--- src/hdl/esd_pkg.sv ---
// Shared types, codes and constants of the encoder speed and PWM motor drive.
`timescale 1ns / 1ps
package esd_pkg;

	// Field widths
	localparam int ACTION_W = 3;
	localparam int SPEED_W  = 16;
	localparam int CNT_W    = 32;

	// Action codes on the command channel
	localparam logic [ACTION_W-1:0] ACT_EDGE  = 3'd0;
	localparam logic [ACTION_W-1:0] ACT_TICK  = 3'd1;
	localparam logic [ACTION_W-1:0] ACT_SPEED = 3'd2;
	localparam logic [ACTION_W-1:0] ACT_DIR   = 3'd3;
	localparam logic [ACTION_W-1:0] ACT_STOP  = 3'd4;

	// Operation codes handed from the front to the back
	localparam logic [2:0] OP_NOP    = 3'd0;
	localparam logic [2:0] OP_CNT_UP = 3'd1;
	localparam logic [2:0] OP_CNT_DN = 3'd2;
	localparam logic [2:0] OP_TICK   = 3'd3;
	localparam logic [2:0] OP_SPEED  = 3'd4;
	localparam logic [2:0] OP_DIR    = 3'd5;
	localparam logic [2:0] OP_STOP   = 3'd6;

	// Bridge pin patterns, bit 0 is input A, bit 1 is input B
	localparam logic [1:0] PINS_OFF = 2'b00;
	localparam logic [1:0] PINS_CW  = 2'b01;
	localparam logic [1:0] PINS_CCW = 2'b10;

	localparam logic [SPEED_W-1:0] DUTY_FULL       = 16'hFFFF;
	localparam logic [SPEED_W-1:0] MAX_SPEED_RESET = 16'hFFFF;
	localparam logic [SPEED_W-1:0] SCALE_RESET     = 16'd1;

	localparam int PPR_DEFAULT   = 20;
	localparam int QUEUE_DEFAULT = 4;

	// Window divide pipeline: quotient bits resolved per stage, and stage count
	localparam int DIV_STEPS  = 4;
	localparam int DIV_STAGES = CNT_W / DIV_STEPS;

	typedef struct packed {
		logic [2:0]         op;
		logic [SPEED_W-1:0] speed;
		logic               dir;
	} esd_op_t;

endpackage

--- src/hdl/esd_channels.sv ---
// Handshake channel interfaces: command items, status items and the max speed write.
`timescale 1ns / 1ps
interface esd_cmd_if;
	import esd_pkg::*;
	logic                valid;
	logic                ready;
	logic [ACTION_W-1:0] action;
	logic                enc_b_level;
	logic [SPEED_W-1:0]  speed_cmd;
	logic                dir_cmd;
	modport source (output valid, action, enc_b_level, speed_cmd, dir_cmd, input ready);
	modport sink (input valid, action, enc_b_level, speed_cmd, dir_cmd, output ready);
endinterface

interface esd_status_if;
	import esd_pkg::*;
	logic                    valid;
	logic                    ready;
	logic                    bridge_a;
	logic                    bridge_b;
	logic [SPEED_W-1:0]      pwm_level;
	logic signed [CNT_W-1:0] measured_speed;
	logic [SPEED_W-1:0]      target_speed;
	modport source (output valid, bridge_a, bridge_b, pwm_level, measured_speed,
		target_speed, input ready);
	modport sink (input valid, bridge_a, bridge_b, pwm_level, measured_speed,
		target_speed, output ready);
endinterface

interface esd_cfg_if;
	import esd_pkg::*;
	logic               valid;
	logic               ready;
	logic [SPEED_W-1:0] max_speed;
	modport source (output valid, max_speed, input ready);
	modport sink (input valid, max_speed, output ready);
endinterface

--- src/hdl/esd_scale.sv ---
// Max speed register and the bit-serial divider that derives the PWM scale.
`timescale 1ns / 1ps
module esd_scale (
	input  logic                    clk,
	input  logic                    arst_n,
	esd_cfg_if.sink                 cfg,
	output logic [esd_pkg::SPEED_W-1:0] max_speed,
	output logic [esd_pkg::SPEED_W-1:0] duty_scale,
	output logic                    busy
);
	import esd_pkg::*;

	localparam int STEP_W = $clog2(SPEED_W + 1);

	logic [SPEED_W-1:0] max_q;
	logic [SPEED_W-1:0] scale_q;
	logic               busy_q;
	logic [STEP_W-1:0]  step_q;
	logic [SPEED_W-1:0] rem_q;
	logic [SPEED_W-1:0] work_q;
	logic [SPEED_W:0]   trial;
	logic               qbit;
	logic [SPEED_W-1:0] rem_nxt;
	logic [SPEED_W-1:0] work_nxt;
	logic [SPEED_W-1:0] wr_val;
	logic               wr;

	assign cfg.ready  = !busy_q;
	assign wr         = cfg.valid && !busy_q;
	// a zero limit acts as one
	assign wr_val     = (cfg.max_speed == '0) ? SPEED_W'(1) : cfg.max_speed;
	assign max_speed  = max_q;
	assign duty_scale = scale_q;
	assign busy       = busy_q;

	// one restoring divide step per cycle, divisor is the stored limit
	always_comb begin
		trial    = {rem_q, work_q[SPEED_W-1]};
		qbit     = (trial >= {1'b0, max_q});
		if (qbit) begin
			trial = trial - {1'b0, max_q};
		end
		rem_nxt  = trial[SPEED_W-1:0];
		work_nxt = {work_q[SPEED_W-2:0], qbit};
	end

	always_ff @(posedge clk or negedge arst_n) begin
		if (!arst_n) begin
			max_q   <= MAX_SPEED_RESET;
			scale_q <= SCALE_RESET;
			busy_q  <= 1'b0;
			step_q  <= '0;
		end else if (wr) begin
			max_q  <= wr_val;
			busy_q <= 1'b1;
			step_q <= STEP_W'(SPEED_W);
		end else if (busy_q) begin
			step_q <= step_q - STEP_W'(1);
			if (step_q == STEP_W'(1)) begin
				scale_q <= work_nxt;
				busy_q  <= 1'b0;
			end
		end
	end

	always_ff @(posedge clk) begin
		if (wr) begin
			rem_q  <= '0;
			work_q <= DUTY_FULL;
		end else if (busy_q) begin
			rem_q  <= rem_nxt;
			work_q <= work_nxt;
		end
	end

endmodule

--- src/hdl/esd_front.sv ---
// Front end: accepts command items and classifies them into back-end operations.
`timescale 1ns / 1ps
module esd_front (
	esd_cmd_if.sink          cmd,
	input  logic             scale_busy,
	input  logic             q_full,
	output logic             push,
	output esd_pkg::esd_op_t push_op
);
	import esd_pkg::*;

	// hold off while the queue is full or the scale is being recomputed
	assign cmd.ready = !q_full && !scale_busy;
	assign push      = cmd.valid && cmd.ready;

	always_comb begin
		push_op.speed = cmd.speed_cmd;
		push_op.dir   = cmd.dir_cmd;
		unique case (cmd.action)
			ACT_EDGE:  push_op.op = cmd.enc_b_level ? OP_CNT_DN : OP_CNT_UP;
			ACT_TICK:  push_op.op = OP_TICK;
			ACT_SPEED: push_op.op = OP_SPEED;
			ACT_DIR:   push_op.op = OP_DIR;
			ACT_STOP:  push_op.op = OP_STOP;
			default:   push_op.op = OP_NOP;
		endcase
	end

endmodule

--- src/hdl/esd_queue.sv ---
// Short FIFO of classified operations between the front and the back.
`timescale 1ns / 1ps
module esd_queue #(
	parameter int DEPTH = esd_pkg::QUEUE_DEFAULT
) (
	input  logic             clk,
	input  logic             arst_n,
	input  logic             push,
	input  esd_pkg::esd_op_t push_op,
	output logic             full,
	input  logic             pop,
	output esd_pkg::esd_op_t pop_op,
	output logic             empty
);
	import esd_pkg::*;

	localparam int PTR_W = (DEPTH > 1) ? $clog2(DEPTH) : 1;
	localparam int CNT_Q_W = $clog2(DEPTH + 1);

	esd_op_t             mem_q [DEPTH];
	logic [PTR_W-1:0]    wr_ptr_q;
	logic [PTR_W-1:0]    rd_ptr_q;
	logic [CNT_Q_W-1:0]  fill_q;

	assign full   = (fill_q == CNT_Q_W'(DEPTH));
	assign empty  = (fill_q == '0);
	assign pop_op = mem_q[rd_ptr_q];

	always_ff @(posedge clk or negedge arst_n) begin
		if (!arst_n) begin
			wr_ptr_q <= '0;
			rd_ptr_q <= '0;
			fill_q   <= '0;
		end else begin
			if (push) begin
				wr_ptr_q <= (wr_ptr_q == PTR_W'(DEPTH - 1)) ? '0 : wr_ptr_q + PTR_W'(1);
			end
			if (pop) begin
				rd_ptr_q <= (rd_ptr_q == PTR_W'(DEPTH - 1)) ? '0 : rd_ptr_q + PTR_W'(1);
			end
			if (push && !pop) begin
				fill_q <= fill_q + CNT_Q_W'(1);
			end else if (pop && !push) begin
				fill_q <= fill_q - CNT_Q_W'(1);
			end
		end
	end

	always_ff @(posedge clk) begin
		if (push) begin
			mem_q[wr_ptr_q] <= push_op;
		end
	end

endmodule

--- src/hdl/esd_back.sv ---
// Back end: drive state update, window divide pipeline and status output register.
`timescale 1ns / 1ps
module esd_back #(
	parameter int PULSES_PER_REV = esd_pkg::PPR_DEFAULT
) (
	input  logic                        clk,
	input  logic                        arst_n,
	input  logic                        q_empty,
	input  esd_pkg::esd_op_t            q_op,
	output logic                        pop,
	input  logic [esd_pkg::SPEED_W-1:0] max_speed,
	input  logic [esd_pkg::SPEED_W-1:0] duty_scale,
	esd_status_if.source                status
);
	import esd_pkg::*;

	localparam int DIV_W = $clog2(PULSES_PER_REV + 1);
	localparam logic [DIV_W:0] DIVISOR = (DIV_W + 1)'(PULSES_PER_REV);
	localparam logic signed [CNT_W-1:0] CNT_MAX = {1'b0, {(CNT_W - 1){1'b1}}};
	localparam logic signed [CNT_W-1:0] CNT_MIN = {1'b1, {(CNT_W - 1){1'b0}}};

	typedef struct packed {
		logic [1:0]         pins;
		logic [SPEED_W-1:0] duty;
		logic [SPEED_W-1:0] target;
		logic               tick;
		logic               neg;
	} esd_snap_t;

	// resolve DIV_STEPS quotient bits of |count| / PULSES_PER_REV
	function automatic logic [DIV_W+CNT_W-1:0] div_steps(
		input logic [DIV_W-1:0] rem_in,
		input logic [CNT_W-1:0] work_in
	);
		logic [DIV_W-1:0] rem;
		logic [CNT_W-1:0] work;
		logic [DIV_W:0]   trial;
		rem  = rem_in;
		work = work_in;
		for (int i = 0; i < DIV_STEPS; i++) begin
			trial = {rem, work[CNT_W-1]};
			if (trial >= DIVISOR) begin
				trial = trial - DIVISOR;
				work  = {work[CNT_W-2:0], 1'b1};
			end else begin
				work  = {work[CNT_W-2:0], 1'b0};
			end
			rem = trial[DIV_W-1:0];
		end
		return {rem, work};
	endfunction

	// architectural state
	logic signed [CNT_W-1:0] count_q;
	logic [SPEED_W-1:0]      cmd_q;
	logic [SPEED_W-1:0]      duty_q;
	logic                    dir_q;
	logic [1:0]              pins_q;
	logic signed [CNT_W-1:0] reading_q;

	logic signed [CNT_W-1:0] count_nxt;
	logic [SPEED_W-1:0]      cmd_nxt;
	logic [SPEED_W-1:0]      duty_nxt;
	logic                    dir_nxt;
	logic [1:0]              pins_nxt;
	logic [SPEED_W-1:0]      lim;
	logic [2*SPEED_W-1:0]    prod;
	logic [CNT_W-1:0]        mag;
	esd_snap_t               snap_nxt;

	// pipeline: index 0 is the execute stage, index k the k-th divide stage
	logic [DIV_STAGES:0]     valid_s;
	esd_snap_t               snap_s [DIV_STAGES+1];
	logic [DIV_W-1:0]        rem_s  [DIV_STAGES+1];
	logic [CNT_W-1:0]        work_s [DIV_STAGES+1];

	logic                    adv;
	logic                    out_valid_q;
	esd_snap_t               tail;
	logic [CNT_W-1:0]        quot;
	logic signed [CNT_W-1:0] measured;
	logic signed [CNT_W-1:0] measured_q;
	esd_snap_t               out_q;

	// the whole pipe moves when the output register is free or being emptied
	assign adv = !out_valid_q || status.ready;
	assign pop = adv && !q_empty;

	always_comb begin
		count_nxt = count_q;
		cmd_nxt   = cmd_q;
		duty_nxt  = duty_q;
		dir_nxt   = dir_q;
		pins_nxt  = pins_q;
		lim       = (q_op.speed > max_speed) ? max_speed : q_op.speed;
		prod      = lim * duty_scale;
		mag       = count_q[CNT_W-1] ? (~count_q + CNT_W'(1)) : count_q;
		unique case (q_op.op)
			OP_CNT_UP: begin
				if (count_q != CNT_MAX) begin
					count_nxt = count_q + CNT_W'(1);
				end
			end
			OP_CNT_DN: begin
				if (count_q != CNT_MIN) begin
					count_nxt = count_q - CNT_W'(1);
				end
			end
			OP_TICK: count_nxt = '0;
			OP_SPEED: begin
				if (q_op.speed != cmd_q && lim != cmd_q) begin
					cmd_nxt  = lim;
					duty_nxt = prod[SPEED_W-1:0];
				end
			end
			OP_DIR: begin
				if (q_op.dir != dir_q) begin
					dir_nxt  = q_op.dir;
					pins_nxt = q_op.dir ? PINS_CW : PINS_CCW;
				end
			end
			OP_STOP: begin
				cmd_nxt  = '0;
				duty_nxt = '0;
				pins_nxt = PINS_OFF;
			end
			default: ;
		endcase
		snap_nxt.pins   = pins_nxt;
		snap_nxt.duty   = duty_nxt;
		snap_nxt.target = cmd_nxt;
		snap_nxt.tick   = (q_op.op == OP_TICK);
		snap_nxt.neg    = count_q[CNT_W-1];
	end

	always_ff @(posedge clk or negedge arst_n) begin
		if (!arst_n) begin
			count_q <= '0;
			cmd_q   <= '0;
			duty_q  <= '0;
			dir_q   <= 1'b0;
			pins_q  <= PINS_OFF;
		end else if (pop) begin
			count_q <= count_nxt;
			cmd_q   <= cmd_nxt;
			duty_q  <= duty_nxt;
			dir_q   <= dir_nxt;
			pins_q  <= pins_nxt;
		end
	end

	always_ff @(posedge clk or negedge arst_n) begin
		if (!arst_n) begin
			valid_s <= '0;
		end else if (adv) begin
			valid_s <= {valid_s[DIV_STAGES-1:0], pop};
		end
	end

	always_ff @(posedge clk) begin
		if (adv) begin
			snap_s[0] <= snap_nxt;
			rem_s[0]  <= '0;
			work_s[0] <= mag;
			for (int k = 1; k <= DIV_STAGES; k++) begin
				snap_s[k]             <= snap_s[k-1];
				{rem_s[k], work_s[k]} <= div_steps(rem_s[k-1], work_s[k-1]);
			end
		end
	end

	// tail: apply the sign to the quotient, or report the held reading
	assign tail     = snap_s[DIV_STAGES];
	assign quot     = work_s[DIV_STAGES];
	assign measured = !tail.tick ? reading_q :
		(tail.neg ? -$signed(quot) : $signed(quot));

	always_ff @(posedge clk or negedge arst_n) begin
		if (!arst_n) begin
			out_valid_q <= 1'b0;
			reading_q   <= '0;
		end else if (adv) begin
			out_valid_q <= valid_s[DIV_STAGES];
			if (valid_s[DIV_STAGES] && tail.tick) begin
				reading_q <= measured;
			end
		end
	end

	always_ff @(posedge clk) begin
		if (adv && valid_s[DIV_STAGES]) begin
			out_q      <= tail;
			measured_q <= measured;
		end
	end

	assign status.valid          = out_valid_q;
	assign status.bridge_a       = out_q.pins[0];
	assign status.bridge_b       = out_q.pins[1];
	assign status.pwm_level      = out_q.duty;
	assign status.measured_speed = measured_q;
	assign status.target_speed   = out_q.target;

endmodule

--- src/hdl/encoder_speed_and_pwm_motor_drive.sv ---
// Top level of the single-motor encoder speed and PWM H-bridge drive.
`timescale 1ns / 1ps
//  channel  | direction | payload                                         | handshake
//  ---------+-----------+-------------------------------------------------+-------------
//  cmd      | in        | action, enc_b_level, speed_cmd, dir_cmd         | valid/ready
//  status   | out       | bridge_a, bridge_b, pwm_level, measured_speed,  | valid/ready
//           |           | target_speed                                    |
//  cfg      | in        | max_speed                                       | valid/ready
//
//  Sustained rate is one item per clock while status.ready stays high and no max_speed
//  write is in progress; every item yields one status item. From the cmd accept edge
//  an item passes the queue, the execute stage, eight divide stages of four quotient
//  bits each, and the output register. The divide stages are what set the latency.
//  A max_speed write holds cmd.ready low until the scale divider is done: it resolves
//  one bit per cycle. Reset clears all drive state at once; no clearing pass. A stalled
//  status item holds the pipe; the four-entry queue keeps taking items until it fills.
module encoder_speed_and_pwm_motor_drive #(
	parameter int PULSES_PER_REV = esd_pkg::PPR_DEFAULT,
	parameter int QUEUE_DEPTH    = esd_pkg::QUEUE_DEFAULT
) (
	input  logic         clk,
	input  logic         arst_n,
	esd_cmd_if.sink      cmd,
	esd_status_if.source status,
	esd_cfg_if.sink      cfg
);
	import esd_pkg::*;

	logic               scale_busy;
	logic [SPEED_W-1:0] max_speed;
	logic [SPEED_W-1:0] duty_scale;
	logic               push;
	esd_op_t            push_op;
	logic               q_full;
	logic               q_empty;
	logic               pop;
	esd_op_t            pop_op;

	// limit register and the scale it implies
	esd_scale u_scale (
		.clk        (clk),
		.arst_n     (arst_n),
		.cfg        (cfg),
		.max_speed  (max_speed),
		.duty_scale (duty_scale),
		.busy       (scale_busy)
	);

	// classify incoming items; stall while the scale is recomputed
	esd_front u_front (
		.cmd        (cmd),
		.scale_busy (scale_busy),
		.q_full     (q_full),
		.push       (push),
		.push_op    (push_op)
	);

	// decouple the accept side from the execute side
	esd_queue #(
		.DEPTH (QUEUE_DEPTH)
	) u_queue (
		.clk     (clk),
		.arst_n  (arst_n),
		.push    (push),
		.push_op (push_op),
		.full    (q_full),
		.pop     (pop),
		.pop_op  (pop_op),
		.empty   (q_empty)
	);

	// execute, divide the window count, and present the status item
	esd_back #(
		.PULSES_PER_REV (PULSES_PER_REV)
	) u_back (
		.clk        (clk),
		.arst_n     (arst_n),
		.q_empty    (q_empty),
		.q_op       (pop_op),
		.pop        (pop),
		.max_speed  (max_speed),
		.duty_scale (duty_scale),
		.status     (status)
	);

endmodule

--- src/flat_wrapper.sv ---
// flat-port wrapper written by rule: the top's interface ports become plain ports
module encoder_speed_and_pwm_motor_drive_flat import esd_pkg::*;
#(
	parameter int PULSES_PER_REV = esd_pkg::PPR_DEFAULT,
	parameter int QUEUE_DEPTH    = esd_pkg::QUEUE_DEFAULT
)
  (clk, arst_n, cmd_valid, cmd_action, cmd_enc_b_level, cmd_speed_cmd, cmd_dir_cmd, cmd_ready, status_valid, status_bridge_a, status_bridge_b, status_pwm_level, status_measured_speed, status_target_speed, status_ready, cfg_valid, cfg_max_speed, cfg_ready);
  esd_cmd_if cmd_i ();
  esd_status_if status_i ();
  esd_cfg_if cfg_i ();
  input  logic clk;
  input  logic arst_n;
  input wire logic [$bits(cmd_i.valid)-1:0] cmd_valid;
  input wire logic [$bits(cmd_i.action)-1:0] cmd_action;
  input wire logic [$bits(cmd_i.enc_b_level)-1:0] cmd_enc_b_level;
  input wire logic [$bits(cmd_i.speed_cmd)-1:0] cmd_speed_cmd;
  input wire logic [$bits(cmd_i.dir_cmd)-1:0] cmd_dir_cmd;
  output wire logic [$bits(cmd_i.ready)-1:0] cmd_ready;
  output wire logic [$bits(status_i.valid)-1:0] status_valid;
  output wire logic [$bits(status_i.bridge_a)-1:0] status_bridge_a;
  output wire logic [$bits(status_i.bridge_b)-1:0] status_bridge_b;
  output wire logic [$bits(status_i.pwm_level)-1:0] status_pwm_level;
  output wire logic [$bits(status_i.measured_speed)-1:0] status_measured_speed;
  output wire logic [$bits(status_i.target_speed)-1:0] status_target_speed;
  input wire logic [$bits(status_i.ready)-1:0] status_ready;
  input wire logic [$bits(cfg_i.valid)-1:0] cfg_valid;
  input wire logic [$bits(cfg_i.max_speed)-1:0] cfg_max_speed;
  output wire logic [$bits(cfg_i.ready)-1:0] cfg_ready;
  assign cmd_i.valid = cmd_valid;
  assign cmd_i.action = cmd_action;
  assign cmd_i.enc_b_level = cmd_enc_b_level;
  assign cmd_i.speed_cmd = cmd_speed_cmd;
  assign cmd_i.dir_cmd = cmd_dir_cmd;
  assign cmd_ready = cmd_i.ready;
  assign status_valid = status_i.valid;
  assign status_bridge_a = status_i.bridge_a;
  assign status_bridge_b = status_i.bridge_b;
  assign status_pwm_level = status_i.pwm_level;
  assign status_measured_speed = status_i.measured_speed;
  assign status_target_speed = status_i.target_speed;
  assign status_i.ready = status_ready;
  assign cfg_i.valid = cfg_valid;
  assign cfg_i.max_speed = cfg_max_speed;
  assign cfg_ready = cfg_i.ready;
  encoder_speed_and_pwm_motor_drive #(.PULSES_PER_REV(PULSES_PER_REV), .QUEUE_DEPTH(QUEUE_DEPTH)) u_core (.clk(clk), .arst_n(arst_n), .cmd(cmd_i), .status(status_i), .cfg(cfg_i));
endmodule
--- config.mk ---
export PLATFORM = sky130hd
export DESIGN_NAME = encoder_speed_and_pwm_motor_drive_flat
export DESIGN_NICKNAME = d
export VERILOG_FILES = /design/src/hdl/esd_pkg.sv /design/src/hdl/esd_channels.sv /design/src/hdl/esd_scale.sv /design/src/hdl/esd_front.sv /design/src/hdl/esd_queue.sv /design/src/hdl/esd_back.sv /design/src/hdl/encoder_speed_and_pwm_motor_drive.sv /design/src/flat_wrapper.sv
export SDC_FILE = /design/constraint.sdc
export NUM_CORES = 2
export LEC_CHECK = 0
export BUFFER_PORTS_ARGS = -buffer_cell sky130_fd_sc_hd__buf_2
export CORE_ASPECT_RATIO = 1.75
export CORE_MARGIN = 5
export CORE_UTILIZATION = 55
export DETAILED_ROUTE_END_ITERATION = 10
export HOLD_SLACK_MARGIN = 0.03
export PLACE_DENSITY = 0.78
export SLEW_MARGIN = 20
export SYNTH_ARGS = -nofsm -noshare
export SYNTH_HDL_FRONTEND = slang
export SYNTH_SLANG_ARGS = --single-unit
--- constraint.sdc ---
create_clock -name clk -period 29.4 [get_ports clk]
set_input_delay 4.41 -clock clk [delete_from_list [all_inputs] [get_ports clk]]
set_output_delay 4.41 -clock clk [all_outputs]
set_load 0.05 [all_outputs]
Word level (Yosys, flattened, before mapping) --
Memory sizes are Yosys's and may differ from the RTL's. Cells that the tools add are included.
Word-level totals: flip-flop bits (word level) 575, bits in writable memories 404, input bits 42, memories kept 2
Memories:
- u_core.u_back.snap_s | depth 9, width 36, read ports 9, clocked after memory_dff 0, wr ports 9, line esd_back.sv:73 | esd_snap_t snap_s [DIV_STAGES+1];
- u_core.u_queue.mem_q | depth 4, width 20, read ports 1, clocked after memory_dff 0, wr ports 1, line esd_queue.sv:20 | esd_op_t mem_q [DEPTH];
Cells by class: add/sub/neg operators 41, multipliers 1, $lt $le $gt $ge 34, equality and inequality tests 21, muxes and demuxes 142, bitwise operators 2, reductions and logical operators 26
Operator list (number):
- two-way mux 32 bit | 28
- two-way mux 5 bit | 57
- >= comparator 6 x 5 -> 1 bit (second input constant) | 31
- subtractor 5 bit (second input constant) | 30
- case mux 32 bit (3 select lines) | 1
- two-way mux 16 bit | 5
- adder 32 x 2 -> 32 bit (second input constant) | 2
- inequality test 32 bit (second input constant) | 2
- case mux 16 bit (2 select lines) | 2
- two-way mux 1 bit | 39
- inequality test 16 bit | 2
- negator 32 bit | 1
- inverter 32 bit | 1
- subtractor 32 x 2 -> 32 bit (second input constant) | 1
- two-way mux 31 bit | 1
- >= comparator 17 x 16 -> 1 bit | 1
- > comparator 16 bit | 1
- zero test 16 bit | 1
- multiplier 16 x 16 -> 16 bit | 1
- subtractor 16 bit | 1
- equality test 3 bit (second input constant) | 5
- case mux 3 bit (5 select lines) | 1
- equality test 3 x 2 -> 1 bit (second input constant) | 4
- two-way mux 2 bit | 5
- 23 further kinds | 44

Logic depth before layout (Yosys ltp) --
depth in word-level cells 11, depth in mapped cells 34

Cells and area by module --
A second synthesis with hierarchy kept.
Unflattened totals: cell total of the unflattened synthesis 3108, area, all modules 42218.0 um^2
Modules (own cells, without submodules):
- esd_back | times used 1, cells each 2532, area an instance 35034.9 um^2, sequential area each 22907.0 um^2
- esd_scale | times used 1, cells each 410, area an instance 3702.3 um^2, sequential area each 1612.8 um^2
- esd_queue | times used 1, cells each 141, area an instance 3301.9 um^2, sequential area each 2577.5 um^2
- esd_front | times used 1, cells each 25, area an instance 178.9 um^2, sequential area each 0.0 um^2

Least setup slack after synthesis --
OpenSTA, ideal clock, no wires.
kind input to register, start point input status_ready, end point register u_core.u_back.valid_s[1], library setup time 157 ps, arrival time 23248 ps, data required time 29243 ps, setup slack 5995 ps, stages on the path 3, cells stage by stage nand2b_1 -> buf_1 -> mux2_2
On the way: word-level cells in the longest chain between the ends 1
Ends and longest elaborated chain:
- start, declared | line flat_wrapper.sv:25 | input wire logic [$bits(status_i.ready)-1:0] status_ready;
- logical OR 1 bit | line esd_back.sv:86 | assign adv = !out_valid_q || status.ready;
- net u_core.u_back.adv | line esd_back.sv:77 | logic adv;
- end signal, assigned | line esd_back.sv:156 | valid_s <= {valid_s[DIV_STAGES-1:0], pop};
- end, declared | line esd_back.sv:72 | logic [DIV_STAGES:0] valid_s;
The timed path passes the listed nets, and every way through them passes these cells. A chain may end at the register's enable or synchronous reset.

==> impl.org <==
** Synthesis
- Synth async-reset ratio :: 16.4%
- The share of synthesized area in the top cell type comes to between 50% and 60%.
- The average instance in the mapped netlist occupies 14.0 sq um.
- Yosys mapped a number of flops with a built-in enable equal to around 750.
- Synth warnings :: 0
- Synth unique cells :: about 80
- Ranked by instance count, the synthesized netlist is headed by edfxtp_1 (752), nand2_1 (232), inv_1 (225), o21ai_0 (202), ha_1 (157).
- In the synthesized netlist the dominant register cell turns out to be edfxtp_1.
- After synthesis the netlist holds a flip-flop and latch count of 938.
- Synthesis produced a netlist whose cell count is between 2,000 and 3,000.
- After synthesis, the cell types taking the most area are edfxtp_1 (54%), dfrtp_1 (8.3%), ha_1 (4.7%).
- Syn_nets :: between 3,000 and 4,000
- The cell area that synthesis handed to floorplanning was a little over 40,000 sq um.
- The most common cell in the synthesized netlist is edfxtp_1.
- edfxtp_1 takes more of the synthesized area than any other cell.
- Share of the yosys chip area belonging to registers :: roughly two thirds

** STA
- In this run the tightest slew margin relative to its limit is 30.1%.
- The number of hold-slack violations in the final timing report came to 0.
- Final period util :: a little under a third
- Setup repair after global routing left no endpoint under its margin.
- Setup violations remaining at the end of the flow were counted as 0.
- Actual transition at the worst max-transition pin :: ~1000 ps
- Between clock sinks in the finished design, the worst skew comes to roughly 34 ps.
- Slew Viols, Final :: 0
- Upper clock frequency limit :: 0.109 GHz
- Crit path time final :: between 9000 and 10,000 ps
- Fin Setup TNS :: 0 ps

** Critical path
- Kind of start point of the critical path :: register
- The largest single stage delay on the critical path is roughly 820 ps.
- In this design, the largest share of critical-path delay is due to adder cells.
- For the worst setup path, the data required time is roughly 30,000 ps.
- Critical path fanouts, max :: 23
- Worst setup startpoint :: u_core.u_queue.rd_ptr_q[0]
- WP buf/inv :: 4
- Sort of element at the end of the critical path :: register
- Worst Setup Path Type :: reg2reg
- Data arrival time of the worst path :: ~9600 ps
- The largest individual stage delay along the critical path comes from the cell or4_1.
- Crit Reg-Reg Startpoint :: u_core.u_queue.rd_ptr_q[0]

** Drt
- Wire length after detailed routing :: 76,800 um
- Wire segments on met3 add up to slightly above 3000 um in the final route.
- The pre-antenna-repair detailed-routing pass consisted of 5 iterations.
- Mean routed wirelength per cell :: approximately 18 um
- In the final routing, the length of wire on met1 measures 27,800 um.
- Highest layer used for signal routing :: met4
- Routed vias/inst :: roughly 5.6
- In this run the remaining antenna-violating nets after routing total 0.
- Vias post-DR :: approximately 23,000
- The detailed router finished its first iteration with 1,470 violations.
- DR DRC count :: 0
- After detailed routing, the met2 layer carries approximately 43,000 um of wire.

** Clock network
- Clock Path Buffers :: 3
- TritonCTS built the clock tree.
- Clock network latency to the later pin of the worst-skew pair :: approximately 670 ps
- Post-CTS repair changed the size of 0 cells.
- Clock sinks :: about 940
- Counting the buffers created by CTS gives just over 80.
- Clock slew at reported path FFs :: approximately 70 ps
- The root buffer cell chosen for the clock tree is clkbuf_16.
- The H-tree was split into 3 levels.
- Number of hold buffers added after cts :: 0
- Post-CTS Setup Inserts :: 0

** Final layout
- Filler Cells Inserted :: 5,406
- Synthesis-to-finish area growth :: 11.2%
- In the final layout, the multi-input gates occupy ~13,000 sq um.
- In the final layout, the share of cells above drive strength 1 is about 12%.
- After the last flow step, the layout net total stands at around 3,400.
- In the final layout, flip-flops and latches occupy 27,100 sq um.
- The repair_antennas step left the layout with diodes totalling 0.

** Floorplanning
- In this run the standard cell core region covers approximately 75,000 sq um.
- Measured along the x axis, the die boundary spans around 220 um.
- The die covers 81,300 sq um.
- The die is between 300 and 400 um tall.
- Io pins :: 111
- After floorplanning, the core was divided into 133 placement rows.
- For this configuration, the core starts out at a cell density of between 50% and 60%.

** Global routing
- The number of global-route vias before repair was between 20,000 and 25,000.
- Overall routing resource usage :: 19.2%
- The number of antenna violations at the first check in global routing was 1.
- Global-route congestion overflow total :: 0
- The first global-routing pass estimated roughly 130,000 um of wire.
- Largest net degree at the start of global routing :: 190

** Place
- Number of port buffers :: 110
- Detailed placement finished with a half-perimeter wire length of 52,900 um.
- Routability Congestion :: ~0.90

** Min path
- The path class of the tightest hold or removal check is reg2reg.
- In this run the most critical hold path is launched from u_core.u_back.snap_s[0][208].

** Status
- The flow ran to the end, and the final reports show no timing, DRC or antenna violations.

** Flow run
- Number of max-capacitance violations reported :: 0
==> placed cells by master (no fill, tap or decap), drive strengths merged, types with 17 or more instances in the layout <==
cell,instances
dfrtp,137
dfstp,17
mux2,44
nor2,126
nor2b,41
o21ai,207
nand4,18
nand3,28
xor2,56
and2,56
clkinv,22
nor4,19
nand2,232
dfxtp,32
o31ai,29
mux4,20
clkbuf,101
a21o,37
inv,235
nor3,39
mux2i,21
buf,137
fa,83
xnor2,124
nand2b,42
a21oi,107
a22o,54
edfxtp,752
ha,157
or3,17
==> worst reg2reg max path, delay by kind of cell, from the launching register on <==
family / cells / cell delay, ps
fa+ha+maj: 8 / 3220
simple gates: 7 / 2180
flops: 1 / 320
compound gates: 7 / 1820
mux: 1 / 640
buf+inv: 4 / 500
xor+xnor: 1 / 210
==> metal layers <==
layer	track usage (%)	vias to the layer above
met4	8.89	0
met3	3.15	222
met5	0	-
li1	-	11000
met2	35.7	586
met1	21.2	11600
==> state kept, by name (all words and copies together), names as in the netlist, 2 cells and up <==
| signal | cells |
|---|---|
| u_core.u_back.cmd_q | 16 |
| u_core.u_back.count_q | 32 |
| u_core.u_back.duty_q | 16 |
| u_core.u_back.pins_q | 2 |
| u_core.u_back.quot | 28 |
| u_core.u_back.reading_q | 32 |
| u_core.u_back.rem_s | 34 |
| u_core.u_back.snap_s | 324 |
| u_core.u_back.status.measured_speed | 32 |
| u_core.u_back.status.pwm_level | 16 |
| u_core.u_back.status.target_speed | 16 |
| u_core.u_back.valid_s | 9 |
| u_core.u_back.work_s | 220 |
| u_core.u_queue.fill_q | 3 |
| u_core.u_queue.mem_q | 80 |
| u_core.u_queue.rd_ptr_q | 2 |
| u_core.u_queue.wr_ptr_q | 2 |
| u_core.u_scale.duty_scale | 16 |
| u_core.u_scale.max_speed | 16 |
| u_core.u_scale.rem_q | 16 |
| u_core.u_scale.step_q | 5 |
| u_core.u_scale.work_q | 16 |
==> stage by stage <==
step | instance area [sq um] | hold slack (ps) | util (%) | setup WS [ps] | instances
6_report | 46100 | 401 | 61.5 | 20210 | 4190
5_1_grt | 46100 | 407 | 61.5 | 19660 | 4190
4_1_cts | 46100 | 400 | 61.4 | 20010 | 4189
3_5_place_dp | 43200 | 405 | 57.6 | 20060 | 4036
3_3_place_gp | 43200 | 400 | 57.6 | 20180 | 4036
2_1_floorplan | 41500 | 400 | - | 6000 | 2970
==> final cells by class <==
cell class | count | share of cell area [%]
Clock inverter | 52 | 1.43
Multi-Input combinational cell | 1724 | 28.7
Inverter | 226 | 1.84
Timing Repair Buffer | 137 | 1.72
Clock buffer | 101 | 4.82
Sequential cell | 938 | 58.7
Tap cell | 1012 | 2.74
==> cell families (layout without fill, tap and decap cells) <==
kind of cell	after synthesis	count (layout)	share of synthesized area (%)
AND/OR/NAND/NOR	667	667	7.91
flip-flops	938	938	65.3
multiplexers	85	85	2.79
buffers and inverters	308	516	2.89
XOR/XNOR	184	184	4.01
AO/OA/AOI/OAI	548	548	8.39
adder cells (fa/ha/maj)	240	240	8.74
==> worst paths after layout <==
| path | slack, ps | endpoint | cells after the start |
|---|---|---|---|
| hold / removal | 400 | u_core.u_back.snap_s[0][244] | 0 |
| hold reg to reg | 400 | u_core.u_back.snap_s[0][244] | 0 |
| setup / recovery | 20210 | u_core.u_back.snap_s[0][33] | 28 |
| setup reg to reg | 20210 | u_core.u_back.snap_s[0][33] | 28 |
| min in group asynchronous | 3710 | u_core.u_back.reading_q[23] | 1 |
| max in group asynchronous | 23730 | u_core.u_back.cmd_q[12] | 3 |
Power is left out: the tool's default activity adds up to more than one toggle a clock period on the data nets, which glitch-free logic cannot reach.
